<file path="config.mk">
export PLATFORM = sky130hd
export DESIGN_NAME = smac_front
export DESIGN_NICKNAME = d
export VERILOG_FILES = /design/src/rtl/smac_pkg.sv /design/src/rtl/smac_front.sv
export SDC_FILE = /design/constraint.sdc
export NUM_CORES = 1
export LEC_CHECK = 0
export BUFFER_PORTS_ARGS = -buffer_cell sky130_fd_sc_hd__buf_2
export CELL_PAD_IN_SITES_DETAIL_PLACEMENT = 1
export CELL_PAD_IN_SITES_GLOBAL_PLACEMENT = 1
export CORE_UTILIZATION = 43
export DETAILED_ROUTE_END_ITERATION = 8
export MAX_ROUTING_LAYER = met4
export PLACE_DENSITY = 0.89
export SLEW_MARGIN = 25
export SYNTH_ARGS = -nofsm -noshare
export SYNTH_HDL_FRONTEND = slang
export SYNTH_SLANG_ARGS = --single-unit
</file>
<file path="constraint.sdc">
create_clock -name clk -period 5.3 [get_ports clk]
set_input_delay 0.53 -clock clk [delete_from_list [all_inputs] [get_ports clk]]
set_output_delay 0.53 -clock clk [all_outputs]
set_load 0.03 [all_outputs]
</file>
<file path="src/rtl/smac_pkg.sv">
// Shared types, constants and the bug-class decoder for the shadow memory access checker.
package smac_pkg;

  localparam int ADDR_WIDTH    = 32;
  localparam int SIZE_WIDTH    = 32;
  localparam int GRANULE_SHIFT = 3;
  localparam int SHADOW_AW     = 16;
  localparam int SHADOW_DEPTH  = 1 << SHADOW_AW;
  localparam int ENT_W         = ADDR_WIDTH - GRANULE_SHIFT;
  localparam int CFG_W         = 16;

  localparam logic CMD_WRITE = 1'b0;
  localparam logic CMD_CHECK = 1'b1;

  localparam logic [3:0] BUG_UNKNOWN        = 4'd0;
  localparam logic [3:0] BUG_HEAP_OVERFLOW  = 4'd1;
  localparam logic [3:0] BUG_USE_AFTER_FREE = 4'd2;
  localparam logic [3:0] BUG_STACK_UNDER    = 4'd3;
  localparam logic [3:0] BUG_INIT_ORDER     = 4'd4;
  localparam logic [3:0] BUG_STACK_OVER     = 4'd5;
  localparam logic [3:0] BUG_AFTER_RETURN   = 4'd6;
  localparam logic [3:0] BUG_AFTER_POISON   = 4'd7;
  localparam logic [3:0] BUG_CONTAINER      = 4'd8;
  localparam logic [3:0] BUG_AFTER_SCOPE    = 4'd9;
  localparam logic [3:0] BUG_GLOBAL         = 4'd10;
  localparam logic [3:0] BUG_INTRA_OBJECT   = 4'd11;
  localparam logic [3:0] BUG_DYNAMIC_STACK  = 4'd12;

  localparam logic [7:0] MAGIC_HEAP_LEFT    = 8'hfa;
  localparam logic [7:0] MAGIC_HEAP_RIGHT   = 8'hac;
  localparam logic [7:0] MAGIC_FREED        = 8'hfd;
  localparam logic [7:0] MAGIC_STACK_LEFT   = 8'hf1;
  localparam logic [7:0] MAGIC_STACK_MID    = 8'hf2;
  localparam logic [7:0] MAGIC_STACK_RIGHT  = 8'hf3;
  localparam logic [7:0] MAGIC_INIT_ORDER   = 8'hf6;
  localparam logic [7:0] MAGIC_AFTER_RET    = 8'hf5;
  localparam logic [7:0] MAGIC_POISONED     = 8'hf7;
  localparam logic [7:0] MAGIC_CONTAINER    = 8'hfc;
  localparam logic [7:0] MAGIC_AFTER_SCOPE  = 8'hf8;
  localparam logic [7:0] MAGIC_GLOBAL       = 8'hf9;
  localparam logic [7:0] MAGIC_INTRA_OBJECT = 8'hbb;
  localparam logic [7:0] MAGIC_ALLOCA_LEFT  = 8'hca;
  localparam logic [7:0] MAGIC_ALLOCA_RIGHT = 8'hcb;

  typedef struct packed {
    logic                  command;
    logic [ADDR_WIDTH-1:0] access_address;
    logic [SIZE_WIDTH-1:0] access_size;
    logic                  store_access;
    logic [SHADOW_AW-1:0]  shadow_index;
    logic [7:0]            shadow_value;
  } in_item_t;

  typedef struct packed {
    logic                  was_checked;
    logic                  violation;
    logic [ADDR_WIDTH-1:0] first_bad_address;
    logic [3:0]            bug_class;
    logic                  write_echo;
  } out_item_t;

  // Classified word handed from the front to the back.
  typedef struct packed {
    logic                     command;
    logic                     store_access;
    logic                     checked;
    logic [SHADOW_AW-1:0]     beg_entry;
    logic [SHADOW_AW-1:0]     end_entry;
    logic [GRANULE_SHIFT-1:0] lo;
    logic [GRANULE_SHIFT-1:0] hi;
    logic [SHADOW_AW-1:0]     shadow_index;
    logic [7:0]               shadow_value;
  } job_t;

  typedef struct packed {
    logic valid;
    job_t job;
  } front_out_t;

  typedef struct packed {
    logic take;
    logic clearing;
  } back_ctl_t;

  function automatic logic [3:0] classify(input logic [7:0] v);
    logic [3:0] c;
    case (v)
      MAGIC_HEAP_LEFT, MAGIC_HEAP_RIGHT:     c = BUG_HEAP_OVERFLOW;
      MAGIC_FREED:                           c = BUG_USE_AFTER_FREE;
      MAGIC_STACK_LEFT:                      c = BUG_STACK_UNDER;
      MAGIC_INIT_ORDER:                      c = BUG_INIT_ORDER;
      MAGIC_STACK_MID, MAGIC_STACK_RIGHT:    c = BUG_STACK_OVER;
      MAGIC_AFTER_RET:                       c = BUG_AFTER_RETURN;
      MAGIC_POISONED:                        c = BUG_AFTER_POISON;
      MAGIC_CONTAINER:                       c = BUG_CONTAINER;
      MAGIC_AFTER_SCOPE:                     c = BUG_AFTER_SCOPE;
      MAGIC_GLOBAL:                          c = BUG_GLOBAL;
      MAGIC_INTRA_OBJECT:                    c = BUG_INTRA_OBJECT;
      MAGIC_ALLOCA_LEFT, MAGIC_ALLOCA_RIGHT: c = BUG_DYNAMIC_STACK;
      default:                               c = BUG_UNKNOWN;
    endcase
    return c;
  endfunction

endpackage

</file>
<file path="src/rtl/smac_front.sv">
// Front end: window check of incoming words and a two-entry job queue.
module smac_front
  import smac_pkg::*;
(
  input  logic             clk,
  input  logic             rst_n,
  input  logic             push,
  output logic             full,
  input  in_item_t         in_data,
  input  logic [CFG_W-1:0] first_entry,
  input  logic [CFG_W-1:0] last_entry,
  input  back_ctl_t        back_ctl,
  output front_out_t       front_out
);

  logic [ADDR_WIDTH:0]   last_addr;
  logic [ENT_W-1:0]      beg_full;
  logic [ENT_W-1:0]      end_full;
  logic                  in_window;
  job_t                  job_in;
  job_t                  q_r [2];
  logic                  wp_r, rp_r;
  logic [1:0]            cnt_r;
  logic                  do_push, do_pop;

  always_comb begin
    last_addr = {1'b0, in_data.access_address}
              + {{(ADDR_WIDTH+1-SIZE_WIDTH){1'b0}}, in_data.access_size}
              - {{ADDR_WIDTH{1'b0}}, 1'b1};
    beg_full  = in_data.access_address[ADDR_WIDTH-1:GRANULE_SHIFT];
    end_full  = last_addr[ADDR_WIDTH-1:GRANULE_SHIFT];
    in_window = (in_data.access_size != '0) && !last_addr[ADDR_WIDTH]
              && (beg_full >= {{(ENT_W-CFG_W){1'b0}}, first_entry})
              && (end_full <= {{(ENT_W-CFG_W){1'b0}}, last_entry})
              && (end_full[ENT_W-1:SHADOW_AW] == '0);
    job_in.command      = in_data.command;
    job_in.store_access = in_data.store_access;
    job_in.checked      = in_window;
    job_in.beg_entry    = beg_full[SHADOW_AW-1:0];
    job_in.end_entry    = end_full[SHADOW_AW-1:0];
    job_in.lo           = in_data.access_address[GRANULE_SHIFT-1:0];
    job_in.hi           = last_addr[GRANULE_SHIFT-1:0];
    job_in.shadow_index = in_data.shadow_index;
    job_in.shadow_value = in_data.shadow_value;
  end

  assign full    = (cnt_r == 2'd2) || back_ctl.clearing;
  assign do_push = push && !full;
  assign do_pop  = back_ctl.take && (cnt_r != 2'd0);

  assign front_out = {(cnt_r != 2'd0), q_r[rp_r]};

  always_ff @(posedge clk) begin
    if (do_push) begin
      q_r[wp_r] <= job_in;
    end
  end

  always_ff @(posedge clk) begin
    if (!rst_n) begin
      wp_r  <= 1'b0;
      rp_r  <= 1'b0;
      cnt_r <= 2'd0;
    end else begin
      if (do_push) wp_r <= !wp_r;
      if (do_pop)  rp_r <= !rp_r;
      cnt_r <= cnt_r + {1'b0, do_push} - {1'b0, do_pop};
    end
  end

endmodule

</file>
Yosys cells after proc, flatten, opt, wreduce, memory -nomap -nowiden
Memory sizes are Yosys's and may differ from the RTL's. A register that Yosys moved wholly into a read port is not among the register bits.
Index checks and enable logic that the tools add are counted.
{"block": "classes", "add_sub_neg": 4, "order_cmp": 2, "eq_ne": 1, "mux": 4, "n_reduce_logical": 14}
{"cell": "32-bit by 32-bit adder with 33-bit output", "n": 1}
{"cell": "33-bit by 1-bit subtractor with 33-bit output (second input constant)", "n": 1}
{"cell": "32-bit nonzero test", "n": 1}
{"cell": "29-bit by 16-bit greater-or-equal comparator with 1-bit output", "n": 1}
{"cell": "29-bit by 16-bit less-or-equal comparator with 1-bit output", "n": 1}
{"cell": "13-bit zero test", "n": 1}
{"cell": "1-bit logical AND", "n": 6}
{"cell": "1-bit zero test", "n": 4}
{"cell": "1-bit two-way mux", "n": 4}
{"cell": "2-bit by 1-bit adder with 2-bit output", "n": 1}
{"cell": "2-bit equality test (second input constant)", "n": 1}
{"cell": "2-bit nonzero test", "n": 1}
{"cell": "2-bit by 1-bit subtractor with 2-bit output", "n": 1}
{"cell": "1-bit logical OR", "n": 1}
{"block": "word_totals", "regBits": 4, "mem_bits_rw": 130, "input_bits": 127, "output_inout_bits": 67, "mem_count": 1}
{"name": "q_r", "depth": 2, "width": 65, "rd": 1, "rd_clocked_by_memory_dff": 1, "write_ports": 1, "line": "smac_front.sv:21", "source": "job_t q_r [2];"}

Depth between registers and ports, before layout
Gate-level depths: netlist of the first run.
{"block": "logic_depth", "word_depth": 7, "ltp_mapped": 22, "ltp_nobuf": 22}

Worst setup path after synthesis of the first run
OpenSTA, ideal clock, no wires.
{"block": "synth_path", "path_type": "input to register", "from": "input port in_data[26] in the netlist's numbering", "to": "memory q_r[0][62] in the netlist's numbering, data pin", "setup_time_ns": 0.159, "t_arrival_ns": 4.133, "required_ns": 5.141, "slack_ns": 1.009, "cell_stages": 22, "n_path_buf": 0, "cell_sequence": "inv_1 > ha_1 > inv_1 > ha_1 > fa_1 > a21oi_1 > o21ai_1 > a22oi_2 > nor2_1 > a311oi_1 > o21ai_0 > xnor2_1 > ha_1 > o21ai_0 > nand2b_1 > a21oi_1 > a31oi_1 > o21ai_0 > o2111ai_1 > a2111oi_2 > nand4_1 > nor3_2"}
{"item": "start, declared", "line": "smac_front.sv:9", "source": "input in_item_t in_data,"}
{"item": "32-bit by 32-bit adder with 33-bit output", "line": "smac_front.sv:28", "source": "+ {{(ADDR_WIDTH+1-SIZE_WIDTH){1'b0}}, in_data.access_size}"}
{"item": "33-bit by 1-bit subtractor with 33-bit output", "line": "smac_front.sv:29", "source": "- {{ADDR_WIDTH{1'b0}}, 1'b1};"}
{"item": "named net last_addr[17]", "line": "smac_front.sv:16", "source": "logic [ADDR_WIDTH:0] last_addr;"}
{"item": "29-bit by 16-bit less-or-equal comparator with 1-bit output", "line": "smac_front.sv:34", "source": "&& (end_full <= {{(ENT_W-CFG_W){1'b0}}, last_entry})"}
{"item": "1-bit logical AND", "line": "smac_front.sv:34"}
{"item": "1-bit logical AND", "line": "smac_front.sv:35", "source": "&& (end_full[ENT_W-1:SHADOW_AW] == '0);"}
{"item": "named net in_window", "line": "smac_front.sv:19", "source": "logic in_window;"}
{"item": "end, declared", "line": "smac_front.sv:21"}
The timed path passes the listed nets, and every way through them passes these cells.

Worst setup path in the final report of the first run
Same ends and word-level chain as after synthesis.

==> results of run 1 <==
-- how the worst max path moves through the flow --
stage,end,slack (ns),depth (start not counted)
3_5_place_dp,q_r[0][62],0.18,22
2_1_floorplan,q_r[0][62],1.01,22
4_1_cts,q_r[1][62],0.56,22
5_1_grt,q_r[0][62],0.14,22
6_report,q_r[0][62],0.52,22
3_3_place_gp,q_r[0][62],0.42,21
-- routing by layer --
layer / routed length (um) / vias to the layer above
li1: - / 3124
met1: 9410 / 3151
met2: 12100 / 188
met3: 1240 / 27
met4: 369 / 0
met5: 0 / -
-- stage by stage --
step | hold WS [ns] | cells
2_1_floorplan | 0.504 | 771
3_3_place_gp | 0.518 | 1213
3_5_place_dp | 0.531 | 1213
4_1_cts | 0.284 | 1245
5_1_grt | 0.285 | 1245
6_report | 0.291 | 1245
-- synth_stat cells, types with 2 or more instances --
library cell  count
nand4_1          14
mux2i_1           5
mux2_2           67
o21bai_1          4
o21ai_1           7
nor3_1            8
a21oi_1          43
buf_2             2
o211ai_1          4
dfxtp_1           5
a21o_1           12
nand2b_1          4
edfxtp_1        130
xor2_1            6
or2_2             3
ha_1             97
nor2_1           27
a221oi_1          2
o21ai_0          19
and2_1            5
nor4_1           13
a311oi_1          3
a31oi_1           3
a21boi_0          2
buf_6             2
nand3_1          12
o221ai_1          2
a22oi_1           2
inv_1           176
and3_1            2
o2111ai_1         3
nor2b_1           9
nand2_1          17
xnor2_1          13
o21a_1            6
a2111oi_0         2
clkbuf_1          9
inv_2             2
a21oi_2           2
-- cell type report --
cell class              instances  area, sq um
multi-input cells             445         3740
repair buffers                195          981
clock buffers                  17          425
clock inverters                15          160
fillers                      2185         8710
flip-flops and latches        135         4010
inverters                     178          668
well taps                     260          325
-- registers in the layout, summed over array words and instances, names as in the netlist, named ones only --
name,count
q_r,130
wp_r,1
rp_r,1
cnt_r,2
-- worst max-delay path, delay by kind of cell --
| kind | cells | cell delay, ns |
|---|---|---|
| simple gates | 5 | 0.62 |
| buf+inv | 3 | 0.20 |
| fa+ha+maj | 4 | 1.22 |
| compound gates | 9 | 2.21 |
| xor+xnor | 1 | 0.24 |
-- cell usage in the layout, fill, tap and decap left out, types with 14 or more instances in the layout --
cell type  instances
buf_2            193
inv_1            176
edfxtp_1         130
ha_1              97
mux2_2            67
a21oi_1           43
nor2_1            26
o21ai_0           19
nand2_1           17
clkbuf_16         17
nand4_1           14
-- report_power, final --
part           switching, mW  internal (mW)  total (mW)
logic                  0.860          0.536        1.40
clock network          0.497          0.666        1.16
registers             0.0897           1.30        1.39
-- cell families after synthesis --
kind of cell,after synthesis
buffers and inverters,191
DFF,135
AOI/OAI and AO/OA,130
and+or+nand+nor,126
adders and majority gates,98
muxes,72
xor gates and xnor gates,19
==> run summary, run 1 <==
ratio of final minimum period to clock period -> 90.2%
Post-CTS Setup Repair Bufs -> 0
Avg Cell Area, Syn -> 11.0 sq um
Synth area leaders -> edfxtp_1 46%, ha_1 14%, mux2_2 8.9%
FF-to-FF End -> q_r[0][54]
FFs w/ async S/R, synth -> 0%
largest net degree at the start of global routing -> 66
Longest Clk Path Bufs -> 2
pre-CTS setup slack -> 0.185 ns
post-synth top area cell -> edfxtp_1
Data required, critical path -> 5.56 ns
Global Route met2 Usage -> 44.0%
Layout Cell Area excl Fill -> 10,300 sq um
HP Class -> input pin to flip-flop
Initial Util -> 44.5%
GP Congestion -> 0.904
Crit Path Class -> input pin to flip-flop
# rows -> 50
Synth Cell Area -> 8470 sq um
YS warnings -> 0
reg2reg start -> cnt_r[0]
Net count, final -> 1,197
HPWL after DPL -> 18.2 mm
DRT Wirelength -> 23.1 mm
remaining antenna violation count after routing -> 0
Hold Path Cell Cnt -> 1
antenna fix cells -> 0
max frequency -> 0.209 GHz
Slew @ Worst Pin -> 0.997 ns
status -> finished clean
final core area utilization -> 54.2%
post-layout power -> 3.95 mW
Slew HR -> 33.4%
Synth cell types -> 66
sequential share of the synthesized area -> 47.3%
met1 Use GR -> 25.8%
Top FF cell, synth -> edfxtp_1
Placed Area -> 9730 sq um
drt first pass iters -> 5
Leak Pwr -> 4.71 nW
post-synthesis compound-gate area fraction -> 10.0%
io pins -> 194
global-route wire length before repair -> 35.4 mm
grt met3 use -> 5.01%
die area -> 20,300 sq um
Clk Latency, worst-skew pair -> 0.43 ns
Power Dens Cells -> 383 nW/um^2
Chip Width -> 142 um
WP data arrival -> 5.04 ns
Mapped Cells -> 771
share of post-route cells with drive strength above 1 -> 32.0%
Hold Crit Endpoint -> q_r[1][63]
vias in the first global route -> 6,865
post-CTS sizing -> 0
initial antenna violation count -> 0
crit-path max cell delay -> 0.47 ns
Worst R2R Setup Slack -> 2.74 ns
Synth Net Count -> 996
Core ar. -> 19,000 sq um
critical path peak fanout -> 3
maximum vdd drop -> 0.180 mV
CTS tree -> done
Synth Register Bits -> 135
most frequent CP cell -> ha_1
largest family of logic cells by synthesized area -> adder cells
Slew Viols, Final -> 0
htree depth -> 4
CTS root buffer -> clkbuf_16
busiest grt layer -> met2
Synth-to-Final Area Change -> 21.7%
hold_sp -> in_data[24]
clock tree sinks -> 135
XOR/XNOR share of the synthesized area -> 1.96%
crit path from -> in_data[26]
Critical Path Source Type -> input pin
gr ovfl total -> 0
vias per cell -> 5.21
Slowest-stage cell, CP -> a311oi_1
Final Skew -> 0.00851 ns
setup_tns -> 0 ns
fin crit period -> 4.78 ns
Post-Synth Simple-Gate Area -> 8.01%
RSZ-0062 raised after global routing -> false
worst-path cell chain -> buf_2 -> inv_1 -> ha_1 -> inv_1 -> ha_1 -> fa_1 -> a21oi_1 -> o21ai_1 -> a22oi_2 -> nor2_1 -> a311oi_1 -> xnor2_1 -> ha_1 -> a21oi_1 -> nor2b_1 -> o21ai_0 -> nand3_1 -> o21ai_0 -> o2111ai_1 -> a2111oi_2 -> nand4_1 -> nor3_2
initial drt markers -> 280
Worst-path clk slew -> 0.06 ns
EDFF count, synth -> 130
via count -> 6,490
max cap viols -> 0
adder-cell share of the synthesized area -> 14.6%
GRT Util Overall -> 23.9%
Hold Violations, Final -> 0
Wirelength per Cell -> 18.6 um
Post-CTS Hold Fix Bufs -> 0
Setup violations, final -> 0
total CTS buffers -> 17
Die Height -> 142 um
I/O Buffers -> 193
kind of end point of the critical path -> flip-flop
post-synthesis mux area share -> 9.50%
fin worst setup slack -> 0.520 ns
Yosys top cell area share -> 46.1%
drt drc -> 0
R2R cell count -> 5
(Power assumes the default switching activity.)
==> run 2: changes to the inputs <==
Settings changed: ABC_CLOCK_PERIOD_IN_PS from default to 5300, CORE_UTILIZATION 43 to 40, PLACE_DENSITY 0.89 to 0.73.
==> run 2 against run 1 <==
Effect of this change: core utilization is 3.8 points lower; clock skew grew 0.0025 ns; sequential cell count unchanged; total power is 0.39% higher; final area increased by 0.19%; fmax fell by 1.2%; critical path depth down 1; cell count up 0.80%; die area grew 7.4%; non-clock buffer count did not move; critical path type unchanged; largest cell class unchanged; highest routed layer unchanged.
==> run summary, run 2 (synthesized netlist as in run 1, its figures left out) <==
status -> finished clean
total CTS buffers -> 17
GRT Util Overall -> 22.4%
fin worst setup slack -> 0.464 ns
gr ovfl total -> 0
max frequency -> 0.207 GHz
Biggest register -> q_r
Core ar. -> 20,500 sq um
die area -> 21,800 sq um
Hold Path Cell Cnt -> 1
reg2reg start -> cnt_r[0]
CTS tree -> done
Layout Cell Area excl Fill -> 10,300 sq um
drt drc -> 0
largest net degree at the start of global routing -> 66
most common cell after layout, fill and taps aside -> buf_2
hold_sp -> in_data[21]
crit path from -> in_data[26]
biggest regs -> q_r: 130 flops, cnt_r: 2 flops
worst-path cell chain -> buf_2 -> inv_1 -> ha_1 -> inv_1 -> ha_1 -> fa_1 -> a21oi_1 -> o21ai_1 -> a22oi_2 -> nor2_1 -> a311oi_1 -> o21ai_0 -> xnor2_1 -> ha_1 -> nor4_1 -> nand3_1 -> o21ai_0 -> o2111ai_1 -> a2111oi_2 -> nand4_1 -> nor3_2
most frequent cells in the layout -> 193 x buf_2, 176 x inv_1, 130 x edfxtp_1
GP Congestion -> 0.864
global-route wire length before repair -> 35.9 mm
drt first pass iters -> 4
I/O Buffers -> 193
fin crit period -> 4.84 ns
crit-path max cell delay -> 0.57 ns
final core area utilization -> 50.4%
Slew Viols, Final -> 0
Synth-to-Final Area Change -> 22.0%
Final Skew -> 0.0110 ns
Setup violations, final -> 0
post-CTS sizing -> 0
DRT Wirelength -> 22.7 mm
remaining antenna violation count after routing -> 0
maximum vdd drop -> 0.179 mV
pre-CTS setup slack -> 0.0372 ns
vias per cell -> 5.09
initial antenna violation count -> 0
Placed Area -> 9740 sq um
Leak Pwr -> 4.71 nW
antenna fix cells -> 0
critical path's top delay family -> compound AO/OA/AOI/OAI gates
HP Class -> input pin to flip-flop
Post-CTS Setup Repair Bufs -> 0
HPWL after DPL -> 17.7 mm
share of post-route cells with drive strength above 1 -> 32.1%
Clk Latency, worst-skew pair -> 0.43 ns
worst path buffer plus inverter count -> 3
ratio of final minimum period to clock period -> 91.2%
setup_tns -> 0 ns
RSZ-0062 raised after global routing -> false
Crit Path Class -> input pin to flip-flop
Worst-path clk slew -> 0.07 ns
Hold Worst Slack -> 0.291 ns
most frequent CP cell -> ha_1
# rows -> 52
Crit. path cell count -> 21
Chip Width -> 148 um
Net count, final -> 1,197
initial drt markers -> 272
kind of end point of the critical path -> flip-flop
WP data arrival -> 5.10 ns
Wirelength per Cell -> 18.1 um
CTS root buffer -> clkbuf_16
vias in the first global route -> 6,755
critical path peak fanout -> 3
htree depth -> 4
io pins -> 194
Hold Violations, Final -> 0
Critical Path Source Type -> input pin
Data required, critical path -> 5.56 ns
Post-CTS Hold Fix Bufs -> 0
max FFs per register -> 130
Worst R2R Setup Slack -> 2.75 ns
Power Dens Cells -> 383 nW/um^2
Die Height -> 148 um
Slowest-stage cell, CP -> a311oi_1
Slew @ Worst Pin -> 0.977 ns
Initial Util -> 41.3%
R2R cell count -> 5
Longest Clk Path Bufs -> 2
Slew HR -> 34.7%
max cap viols -> 0
via count -> 6,384
clock tree sinks -> 135
## run 2: final cells by class
cell class,instances,area (sq um)
Tap cell,270,338
Inverter,178,668
Clock inverter,14,154
Clock buffer,18,439
Sequential cell,135,4010
Multi-Input combinational cell,445,3740
Timing Repair Buffer,195,981
Fill cell,2329,10200
## run 2: power by group
| part | switching [mW] | leakage (nW) | internal (mW) | total [mW] |
|---|---|---|---|---|
| clock network | 0.511 | 0.288 | 0.681 | 1.19 |
| registers | 0.0899 | 1.23 | 1.30 | 1.39 |
| logic | 0.849 | 3.18 | 0.533 | 1.38 |
## run 2: path summary, 6_finish.rpt
kind | end
max | q_r[0][62]
min reg2reg | flip-flop
max reg2reg | q_r[0][61]
min | q_r[0][21]
## run 2: metrics by stage
stage          total power, mW  cells
2_1_floorplan             2.38    771
3_3_place_gp              2.77   1223
3_5_place_dp              2.80   1223
4_1_cts                   4.02   1255
5_1_grt                   4.17   1255
6_report                  3.96   1255
## run 2: worst reg2reg max path, cell delays in order, from the launching register on
cell,delay [ns]
dfxtp_1,0.35
inv_1,0.05
a21oi_1,0.22
nand2_1,0.17
nor2_4,0.77
buf_4,0.61
## run 2: routing by layer
| layer | vias up | part of all wire, % | GRT usage (%) |
|---|---|---|---|
| li1 | 3123 | - | - |
| met1 | 3088 | 44 | 27.2 |
| met2 | 158 | 50 | 38.0 |
| met3 | 15 | 4.7 | 4.29 |
| met4 | 0 | 1.2 | 5.93 |
| met5 | - | 0 | - |
